[config.mk]
export PLATFORM = sky130hd
export DESIGN_NAME = joystick_axis_shaper_top
export DESIGN_NICKNAME = d
export VERILOG_FILES = /design/src/rtl/jas_pkg.sv /design/src/rtl/joystick_axis_shaper_top.sv
export SDC_FILE = /design/constraint.sdc
export NUM_CORES = 1
export LEC_CHECK = 0
export BUFFER_PORTS_ARGS = -buffer_cell sky130_fd_sc_hd__buf_4
export CELL_PAD_IN_SITES_DETAIL_PLACEMENT = 1
export CELL_PAD_IN_SITES_GLOBAL_PLACEMENT = 1
export CORE_UTILIZATION = 25
export DETAILED_ROUTE_END_ITERATION = 8
export GPL_TIMING_DRIVEN = 1
export PLACE_DENSITY_LB_ADDON = 0.1
export SLEW_MARGIN = 20
export SYNTH_ARGS = -nofsm -noshare
export SYNTH_HDL_FRONTEND = slang
export SYNTH_SLANG_ARGS = --single-unit
[constraint.sdc]
create_clock -name clk -period 10.8 [get_ports clk]
set_input_delay 0.54 -clock clk [delete_from_list [all_inputs] [get_ports clk]]
set_output_delay 0.54 -clock clk [all_outputs]
set_load 0.005 [all_outputs]
[src/rtl/jas_pkg.sv]
// Package for the joystick axis shaper: state codes, register map, reset values.
package jas_pkg;

    typedef enum logic [2:0] {
        ST_IDLE,
        ST_MUL,
        ST_DIV,
        ST_POST,
        ST_DONE
    } jas_state_t;

    typedef enum logic [1:0] {
        OP_CAL,
        OP_LIN,
        OP_SQR,
        OP_SQR_FIN
    } jas_op_t;

    localparam logic [2:0] REG_DEAD_ZONE    = 3'd0;
    localparam logic [2:0] REG_PLUS_TRAVEL  = 3'd1;
    localparam logic [2:0] REG_MINUS_TRAVEL = 3'd2;
    localparam logic [2:0] REG_MAX_OUT      = 3'd3;
    localparam logic [2:0] REG_CURVE_MODE   = 3'd4;

    localparam logic [10:0] DEAD_ZONE_RST = 11'd50;
    localparam logic [11:0] SPAN_RST      = 12'd2080;
    localparam logic [14:0] MAX_OUT_RST   = 15'd1000;
    localparam logic [14:0] LINEAR_FULL   = 15'd1000;

    localparam int CAL_SUM_W = 20;
    localparam int DIVISOR_W = 15;

endpackage

[src/rtl/joystick_axis_shaper_top.sv]
// Joystick axis shaper: calibration averaging, dead zone and curve shaping of one ADC axis.
//
//  channel  | dir | handshake              | payload
//  ---------+-----+------------------------+-------------------------------------------
//  s_*      | in  | s_tvalid / s_tready    | s_tdata: sample; s_tuser: kind
//  m_*      | out | m_tvalid / m_tready    | m_tdata: axis_value; m_tuser: center_ready
//  APB      | in  | psel, penable, pready  | 5 registers at 4*i, 32-bit data
//
// Each transaction runs through idle, multiply, divide, post and done as needed: items
// that skip the arithmetic go from idle straight to done, and calibration skips multiply.
// The shared restoring divider gives 2 quotient bits per cycle and is used once for
// a calibration round or linear mapping and twice for quadratic mapping.
// Reset is asynchronous; registers and calibration state return to defaults.
// s_tready is high only while idle; a finished result waits in the output
// register while the next transaction is accepted and processed.
module joystick_axis_shaper_top #(
    parameter int CAL_SAMPLES  = 200,
    parameter int SAMPLE_WIDTH = 12
) (
    input  logic                                    clk,
    input  logic                                    rst_n,
    // s_tdata: [SAMPLE_WIDTH-1:0] sample, zero padded to whole bytes
    input  logic [((SAMPLE_WIDTH+7)/8)*8-1:0]       s_tdata,
    // s_tuser: [0] kind (0 map, 1 calibration)
    input  logic                                    s_tuser,
    input  logic                                    s_tvalid,
    output logic                                    s_tready,
    // m_tdata: [15:0] axis_value (signed)
    output logic [15:0]                             m_tdata,
    // m_tuser: [0] center_ready
    output logic                                    m_tuser,
    output logic                                    m_tvalid,
    input  logic                                    m_tready,
    input  logic                                    psel,
    input  logic                                    penable,
    input  logic                                    pwrite,
    input  logic [4:0]                              paddr,
    input  logic [31:0]                             pwdata,
    output logic [31:0]                             prdata,
    output logic                                    pready
);
    import jas_pkg::*;

    localparam int SW  = SAMPLE_WIDTH;
    localparam int XW  = (SW > 11) ? SW : 11;
    localparam int AW  = (SW > 15) ? SW : 15;
    localparam int DVW = AW + DIVISOR_W;
    localparam int DVE = DVW + (DVW % 2);
    localparam int DIV_STEPS = DVE / 2;
    localparam int CW  = $clog2(DIV_STEPS);
    localparam int RW  = DIVISOR_W;
    localparam logic [CW-1:0] CNT_LAST = CW'(DIV_STEPS - 1);
    localparam logic [7:0] CAL_COUNT_END = 8'(CAL_SAMPLES);
    localparam logic [RW-1:0] CAL_DIVISOR = RW'(CAL_SAMPLES);

    // two restoring division steps
    function automatic logic [RW+DVE-1:0] div_step2(input logic [RW-1:0] r_in,
                                                    input logic [DVE-1:0] q_in,
                                                    input logic [RW-1:0] d);
        logic [RW-1:0]  rr;
        logic [DVE-1:0] qq;
        logic [RW:0]    trial;
        rr = r_in;
        qq = q_in;
        for (int i = 0; i < 2; i++)
        begin
            trial = {rr, qq[DVE-1]};
            qq = {qq[DVE-2:0], 1'b0};
            if (trial >= {1'b0, d})
            begin
                trial = trial - {1'b0, d};
                qq[0] = 1'b1;
            end
            rr = trial[RW-1:0];
        end
        return {rr, qq};
    endfunction

    // configuration registers
    logic [10:0] dead_zone_reg, dead_zone_next;
    logic [11:0] plus_travel_reg, plus_travel_next;
    logic [11:0] minus_travel_reg, minus_travel_next;
    logic [14:0] max_out_reg, max_out_next;
    logic        curve_mode_reg, curve_mode_next;

    // block state
    jas_state_t            state_reg, state_next;
    jas_op_t               op_reg, op_next;
    logic [SW-1:0]         center_reg, center_next;
    logic [CAL_SUM_W-1:0]  cal_sum_reg, cal_sum_next;
    logic [7:0]            cal_count_reg, cal_count_next;
    logic                  ready_flag_reg, ready_flag_next;
    logic                  m_tvalid_reg, m_tvalid_next;
    logic [CW-1:0]         cnt_reg, cnt_next;

    // datapath
    logic [AW-1:0]         mul_a_reg, mul_a_next;
    logic [14:0]           mul_b_reg, mul_b_next;
    logic [DVE-1:0]        quo_reg, quo_next;
    logic [RW-1:0]         rem_reg, rem_next;
    logic [RW-1:0]         divisor_reg, divisor_next;
    logic                  neg_reg, neg_next;
    logic [14:0]           res_mag_reg, res_mag_next;
    logic [15:0]           m_tdata_reg, m_tdata_next;
    logic                  m_tuser_reg, m_tuser_next;

    logic                  cfg_write;
    logic [SW-1:0]         smp;
    logic                  positive;
    logic [SW-1:0]         mag;
    logic [XW-1:0]         mag_x;
    logic [XW-1:0]         dz_x;
    logic [SW-1:0]         beyond;
    logic [11:0]           span_sel;
    logic [11:0]           eff;
    logic [14:0]           scale;
    logic [CAL_SUM_W-1:0]  sum_inc;
    logic [7:0]            count_inc;
    logic [DVW-1:0]        product;
    logic [RW+DVE-1:0]     div_out;
    logic [14:0]           cap;
    logic [14:0]           q_capped;

    assign pready    = 1'b1;
    assign cfg_write = psel && penable && pwrite && pready;
    assign s_tready  = (state_reg == ST_IDLE);
    assign m_tvalid  = m_tvalid_reg;
    assign m_tdata   = m_tdata_reg;
    assign m_tuser   = m_tuser_reg;

    always_comb
    begin
        case (paddr[4:2])
            REG_DEAD_ZONE:    prdata = {21'd0, dead_zone_reg};
            REG_PLUS_TRAVEL:  prdata = {20'd0, plus_travel_reg};
            REG_MINUS_TRAVEL: prdata = {20'd0, minus_travel_reg};
            REG_MAX_OUT:      prdata = {17'd0, max_out_reg};
            REG_CURVE_MODE:   prdata = {31'd0, curve_mode_reg};
            default:          prdata = 32'd0;
        endcase
    end

    // input side arithmetic, used on the accept cycle
    assign smp       = s_tdata[SW-1:0];
    assign positive  = smp > center_reg;
    assign mag       = positive ? (smp - center_reg) : (center_reg - smp);
    assign mag_x     = XW'(mag);
    assign dz_x      = XW'(dead_zone_reg);
    assign beyond    = SW'(mag_x - dz_x);
    assign span_sel  = positive ? plus_travel_reg : minus_travel_reg;
    assign eff       = ({1'b0, span_sel} <= ({2'b0, dead_zone_reg} + 13'd1)) ? 12'd1
                     : 12'(span_sel - {1'b0, dead_zone_reg});
    assign scale     = curve_mode_reg ? LINEAR_FULL : max_out_reg;
    assign sum_inc   = cal_sum_reg + CAL_SUM_W'(smp);
    assign count_inc = cal_count_reg + 8'd1;

    // shared multiplier and divider
    assign product  = mul_a_reg * mul_b_reg;
    assign div_out  = div_step2(rem_reg, quo_reg, divisor_reg);
    assign cap      = (op_reg == OP_LIN) ? LINEAR_FULL : max_out_reg;
    assign q_capped = (quo_reg > DVE'(cap)) ? cap : quo_reg[14:0];

    always_comb
    begin
        dead_zone_next    = dead_zone_reg;
        plus_travel_next  = plus_travel_reg;
        minus_travel_next = minus_travel_reg;
        max_out_next      = max_out_reg;
        curve_mode_next   = curve_mode_reg;
        state_next      = state_reg;
        op_next         = op_reg;
        center_next     = center_reg;
        cal_sum_next    = cal_sum_reg;
        cal_count_next  = cal_count_reg;
        ready_flag_next = ready_flag_reg;
        m_tvalid_next   = m_tvalid_reg;
        cnt_next        = cnt_reg;
        mul_a_next      = mul_a_reg;
        mul_b_next      = mul_b_reg;
        quo_next        = quo_reg;
        rem_next        = rem_reg;
        divisor_next    = divisor_reg;
        neg_next        = neg_reg;
        res_mag_next    = res_mag_reg;
        m_tdata_next    = m_tdata_reg;
        m_tuser_next    = m_tuser_reg;

        if (cfg_write)
        begin
            case (paddr[4:2])
                REG_DEAD_ZONE:    dead_zone_next    = pwdata[10:0];
                REG_PLUS_TRAVEL:  plus_travel_next  = pwdata[11:0];
                REG_MINUS_TRAVEL: minus_travel_next = pwdata[11:0];
                REG_MAX_OUT:      max_out_next      = pwdata[14:0];
                REG_CURVE_MODE:   curve_mode_next   = pwdata[0];
                default:          ;
            endcase
        end

        if (m_tvalid_reg && m_tready)
            m_tvalid_next = 1'b0;

        case (state_reg)
            ST_IDLE:
            begin
                if (s_tvalid)
                begin
                    res_mag_next = 15'd0;
                    neg_next     = !positive;
                    state_next   = ST_DONE;
                    if (s_tuser)
                    begin
                        if (count_inc >= CAL_COUNT_END)
                        begin
                            cal_sum_next   = '0;
                            cal_count_next = 8'd0;
                            op_next        = OP_CAL;
                            quo_next       = DVE'(sum_inc);
                            rem_next       = '0;
                            divisor_next   = CAL_DIVISOR;
                            cnt_next       = '0;
                            state_next     = ST_DIV;
                        end
                        else
                        begin
                            cal_sum_next   = sum_inc;
                            cal_count_next = count_inc;
                        end
                    end
                    else if (mag != '0 && mag_x >= dz_x
                             && (curve_mode_reg || max_out_reg != 15'd0))
                    begin
                        op_next      = curve_mode_reg ? OP_LIN : OP_SQR;
                        mul_a_next   = AW'(beyond);
                        mul_b_next   = scale;
                        divisor_next = RW'(eff);
                        state_next   = ST_MUL;
                    end
                end
            end
            ST_MUL:
            begin
                quo_next   = DVE'(product);
                rem_next   = '0;
                cnt_next   = '0;
                state_next = ST_DIV;
            end
            ST_DIV:
            begin
                rem_next = div_out[RW+DVE-1:DVE];
                quo_next = div_out[DVE-1:0];
                cnt_next = cnt_reg + CW'(1);
                if (cnt_reg == CNT_LAST)
                    state_next = ST_POST;
            end
            ST_POST:
            begin
                state_next = ST_DONE;
                case (op_reg)
                    OP_CAL:
                    begin
                        center_next     = quo_reg[SW-1:0];
                        ready_flag_next = 1'b1;
                    end
                    OP_LIN:
                        res_mag_next = q_capped;
                    OP_SQR:
                    begin
                        // first pass gave the capped linear term; square it next
                        mul_a_next   = AW'(q_capped);
                        mul_b_next   = q_capped;
                        divisor_next = max_out_reg;
                        op_next      = OP_SQR_FIN;
                        state_next   = ST_MUL;
                    end
                    OP_SQR_FIN:
                        res_mag_next = q_capped;
                    default: ;
                endcase
            end
            ST_DONE:
            begin
                if (!m_tvalid_reg || m_tready)
                begin
                    m_tvalid_next = 1'b1;
                    m_tdata_next  = neg_reg ? (16'd0 - {1'b0, res_mag_reg})
                                            : {1'b0, res_mag_reg};
                    m_tuser_next  = ready_flag_reg;
                    state_next    = ST_IDLE;
                end
            end
            default: state_next = ST_IDLE;
        endcase
    end

    always_ff @(posedge clk or negedge rst_n)
    begin
        if (!rst_n)
            state_reg <= ST_IDLE;
        else
            state_reg <= state_next;
    end

    always_ff @(posedge clk or negedge rst_n)
    begin
        if (!rst_n)
        begin
            dead_zone_reg    <= DEAD_ZONE_RST;
            plus_travel_reg  <= SPAN_RST;
            minus_travel_reg <= SPAN_RST;
            max_out_reg      <= MAX_OUT_RST;
            curve_mode_reg   <= 1'b0;
            op_reg         <= OP_CAL;
            center_reg     <= '0;
            cal_sum_reg    <= '0;
            cal_count_reg  <= 8'd0;
            ready_flag_reg <= 1'b0;
            m_tvalid_reg   <= 1'b0;
            cnt_reg        <= '0;
        end
        else
        begin
            dead_zone_reg    <= dead_zone_next;
            plus_travel_reg  <= plus_travel_next;
            minus_travel_reg <= minus_travel_next;
            max_out_reg      <= max_out_next;
            curve_mode_reg   <= curve_mode_next;
            op_reg         <= op_next;
            center_reg     <= center_next;
            cal_sum_reg    <= cal_sum_next;
            cal_count_reg  <= cal_count_next;
            ready_flag_reg <= ready_flag_next;
            m_tvalid_reg   <= m_tvalid_next;
            cnt_reg        <= cnt_next;
        end
    end

    always_ff @(posedge clk)
    begin
        mul_a_reg   <= mul_a_next;
        mul_b_reg   <= mul_b_next;
        quo_reg     <= quo_next;
        rem_reg     <= rem_next;
        divisor_reg <= divisor_next;
        neg_reg     <= neg_next;
        res_mag_reg <= res_mag_next;
        m_tdata_reg <= m_tdata_next;
        m_tuser_reg <= m_tuser_next;
    end

`ifndef SYNTH
    a_ready_sticky: assert property (@(posedge clk) disable iff (!rst_n)
        ready_flag_reg |=> ready_flag_reg)
        else $error("center_ready dropped after being set");

    a_cal_count_range: assert property (@(posedge clk) disable iff (!rst_n)
        cal_count_reg < CAL_COUNT_END)
        else $error("calibration count reached the round length");

    a_divisor_nonzero: assert property (@(posedge clk) disable iff (!rst_n)
        (state_reg == ST_DIV) |-> (divisor_reg != '0))
        else $error("division by zero in shared divider");

    a_busy_after_accept: assert property (@(posedge clk) disable iff (!rst_n)
        (s_tvalid && s_tready) |=> !s_tready)
        else $error("input accepted while previous transaction in flight");
`endif

endmodule

==> out/metrics.csv <==
metric,value,unit
worst_pin_slew,1.12,ns
antenna_found_initial,4,
outcome,"finished, final reports clean",
gp_congestion,0.809,
wire_per_inst,20.4,µm
grt.overflow.total,0,
hold_path.class,input pin to flop,
netlist_instances,2475,
cpLargestDelayFamily,adder cells,
grt_pass1_vias,19127,
syn_avg_cell_area,9.28,µm²
yosysUniqueCellTypes,84,
cts_buffers,29,
nets,2961,
fin_setup_tns,0,ns
cp_slowest_cell,edfxtp_1,
synthArstFlopShare,45.3,%
crit_path_max_fanout,15,
slew_headroom,25.2,%
post-dp-hpwl,60200,µm
start_kind,flop,
cp_common_cell,fa_1,
cts.path.max_buffers,3,
critPathKind,flop to flop,
drt_wl_total,75800,µm
cts_setup_buffers,0,
finalHoldViolCount,0,
synth_area_leaders,"edfxtp_1 16%, fa_1 15%, ha_1 12%",
ys_seq_area_share,27.3,%
grt_pass1_wl,118000,µm
worst_skew_pair.late_latency,0.58,ns
num_vias,17639,
route.detailed.drc,0,
synth_edf_count,123,
syn_to_final_growth,11.9,%
yosysMostFrequentCell,inv_1,
worst-endpoint-arrival,7.48,ns
synth_top_area_share,16.1,%
pin_count,113,
fillers,10468,
postRouteAntennaNets,0,
path_buf_inv,4,
fmax,0.139,GHz
end_kind,flop,
dieWidth,305,µm
cts-root-buf,clkbuf_16,
initialDrtViolationCount,701,
rows,110,
core-area,0.0906,mm²
netlist_top_cells_count,"320 x inv_1, 293 x nand2_1, 214 x ha_1, 178 x o21ai_0, 174 x fa_1",
ys_ff_latch,225,
largest_reg_flops,30,
viasPerCell,4.75,
htree_levels,1,
synthFlopType,edfxtp_1,
max_stage_delay,0.69,ns
synth_largest_area_cell,edfxtp_1,
min_period,7.21,ns
drv_cap,0,
start_util,25.4,%
fp.dieArea,0.0931,mm²
drt_pass1_iterations,5,
cts_tree,done,
path_clk_slew,0.06,ns
grt_setup_unrepaired,no,
path_cells,and2_1 -> fa_1 -> inv_1 -> fa_1 -> inv_1 -> fa_1 -> fa_1 -> fa_1 -> inv_1 -> fa_1 -> inv_1 -> ha_1 -> a21oi_1 -> nor2_1 -> nor2_1 -> o211ai_1 -> a31o_2 -> a221o_1 -> a21o_1 -> a21oi_1 -> xor2_1 -> o21ai_0,
numPortBuffers,71,
clock_skew,0.0246,ns
grt_max_degree,63,
clock-sinks,225,
finalMaxSlewViolations,0,
grtUsageTotal,16.4,%
ys_warn_count,0,
period_share,66.8,%
cp.required,11.07,ns
synth_area,0.0230,mm²
setup_violations,0,
drive_gt1_share,10.3,%
chipHeight,305,µm
==> repair_timing <==
action / CTS / global route
hold buffers: 1 / 0
gates resized for setup: 0 / 0
hold endpoints to repair: 29 / 0
==> area by class of cell <==
type | instances | area, µm² | area share [%]
timing repair buffer | 102 | 772 | 3.00
tap | 1176 | 1470 | 5.72
antenna | 1 | 2.50 | 0.00973
clock inverter | 16 | 134 | 0.521
inverter | 321 | 1200 | 4.69
multi-input combinational | 1833 | 15100 | 58.8
clock buffer | 36 | 752 | 2.92
sequential | 225 | 6260 | 24.4
==> cell families (layout without fill, tap and decap cells) <==
kind of cell,after synthesis,count (layout),synth area share [%]
simple gates,747,747,16.0
compound gates,483,483,13.5
buf+inv,433,475,7.48
fa+ha+maj,388,388,26.8
flops,225,225,27.3
xor+xnor,103,103,3.93
mux,94,94,5.01
other cells,2,19,0.0327
==> per-stage QoR <==
step | worst slack (ns) | std cells | util [%] | instance area [µm²] | hold WS (ns)
final | 3.59 | 3710 | 28.4 | 25700 | 0.201
after global routing | 3.13 | 3709 | 28.4 | 25700 | 0.182
after CTS | 3.53 | 3708 | 28.4 | 25700 | 0.168
after detailed placement | 3.57 | 3655 | 27.4 | 24800 | 0.435
after global placement | 3.59 | 3654 | 27.4 | 24800 | 0.428
after floorplan | 4.46 | 2491 | - | 23000 | 0.244
==> metal layers <==
metal | track usage [%] | routed length (µm)
met5 | 0 | 14
met4 | 2.33 | 1020
met3 | 1.76 | 2370
met2 | 26.5 | 34400
met1 | 23.9 | 38000
==> worst register-to-register path, stage by stage (launching register included) <==
cell,delay [ns]
edfxtp_1,0.69
and2_1,0.31
fa_1,0.53
inv_1,0.05
fa_1,0.53
inv_1,0.05
fa_1,0.51
fa_1,0.45
fa_1,0.58
inv_1,0.07
fa_1,0.53
inv_1,0.05
ha_1,0.34
a21oi_1,0.20
nor2_1,0.07
nor2_1,0.37
o211ai_1,0.23
a31o_2,0.30
a221o_1,0.34
a21o_1,0.20
a21oi_1,0.17
xor2_1,0.21
o21ai_0,0.12
==> worst paths after layout <==
| kind | start | endpoint | slack [ns] | depth (start not counted) |
|---|---|---|---|---|
| max reg2reg | mul_a_reg[7] | quo_reg[26] | 3.59 | 22 |
| min | pwdata[4] | dead_zone_reg[4] | 0.20 | 3 |
| max | mul_a_reg[7] | quo_reg[26] | 3.59 | 22 |
| min in group asynchronous | rst_n | plus_travel_reg[4] | 0.50 | 2 |
| min reg2reg | ready_flag_reg | m_tuser | 0.44 | 0 |
| max in group asynchronous | rst_n | cal_sum_reg[9] | 8.95 | 3 |
==> cell usage in the layout, fill, tap and decap left out, types with 11 or more instances in the layout <==
master     instances
inv_1            319
nand2_1          293
ha_1             214
o21ai_0          178
fa_1             174
and2_1           142
edfxtp_1         123
nor2_1           103
buf_4            100
a21oi_1           92
dfrtp_1           89
xnor2_1           71
mux2_2            63
nor2b_1           41
a21o_1            40
nand3_1           35
xor2_1            32
clkbuf_16         29
nor3_1            25
mux2i_1           19
o31ai_1           18
conb_1            18
nand4_1           17
or3_1             17
and3_1            16
nand2b_1          14
a211oi_1          14
a22oi_1           14
dfstp_2           13
o21bai_1          12
o21a_1            11
a31oi_1           11
a22o_1            11
Power is not shown: default switching activity piles up to over one toggle a cycle in this logic, so the estimate is an artifact.
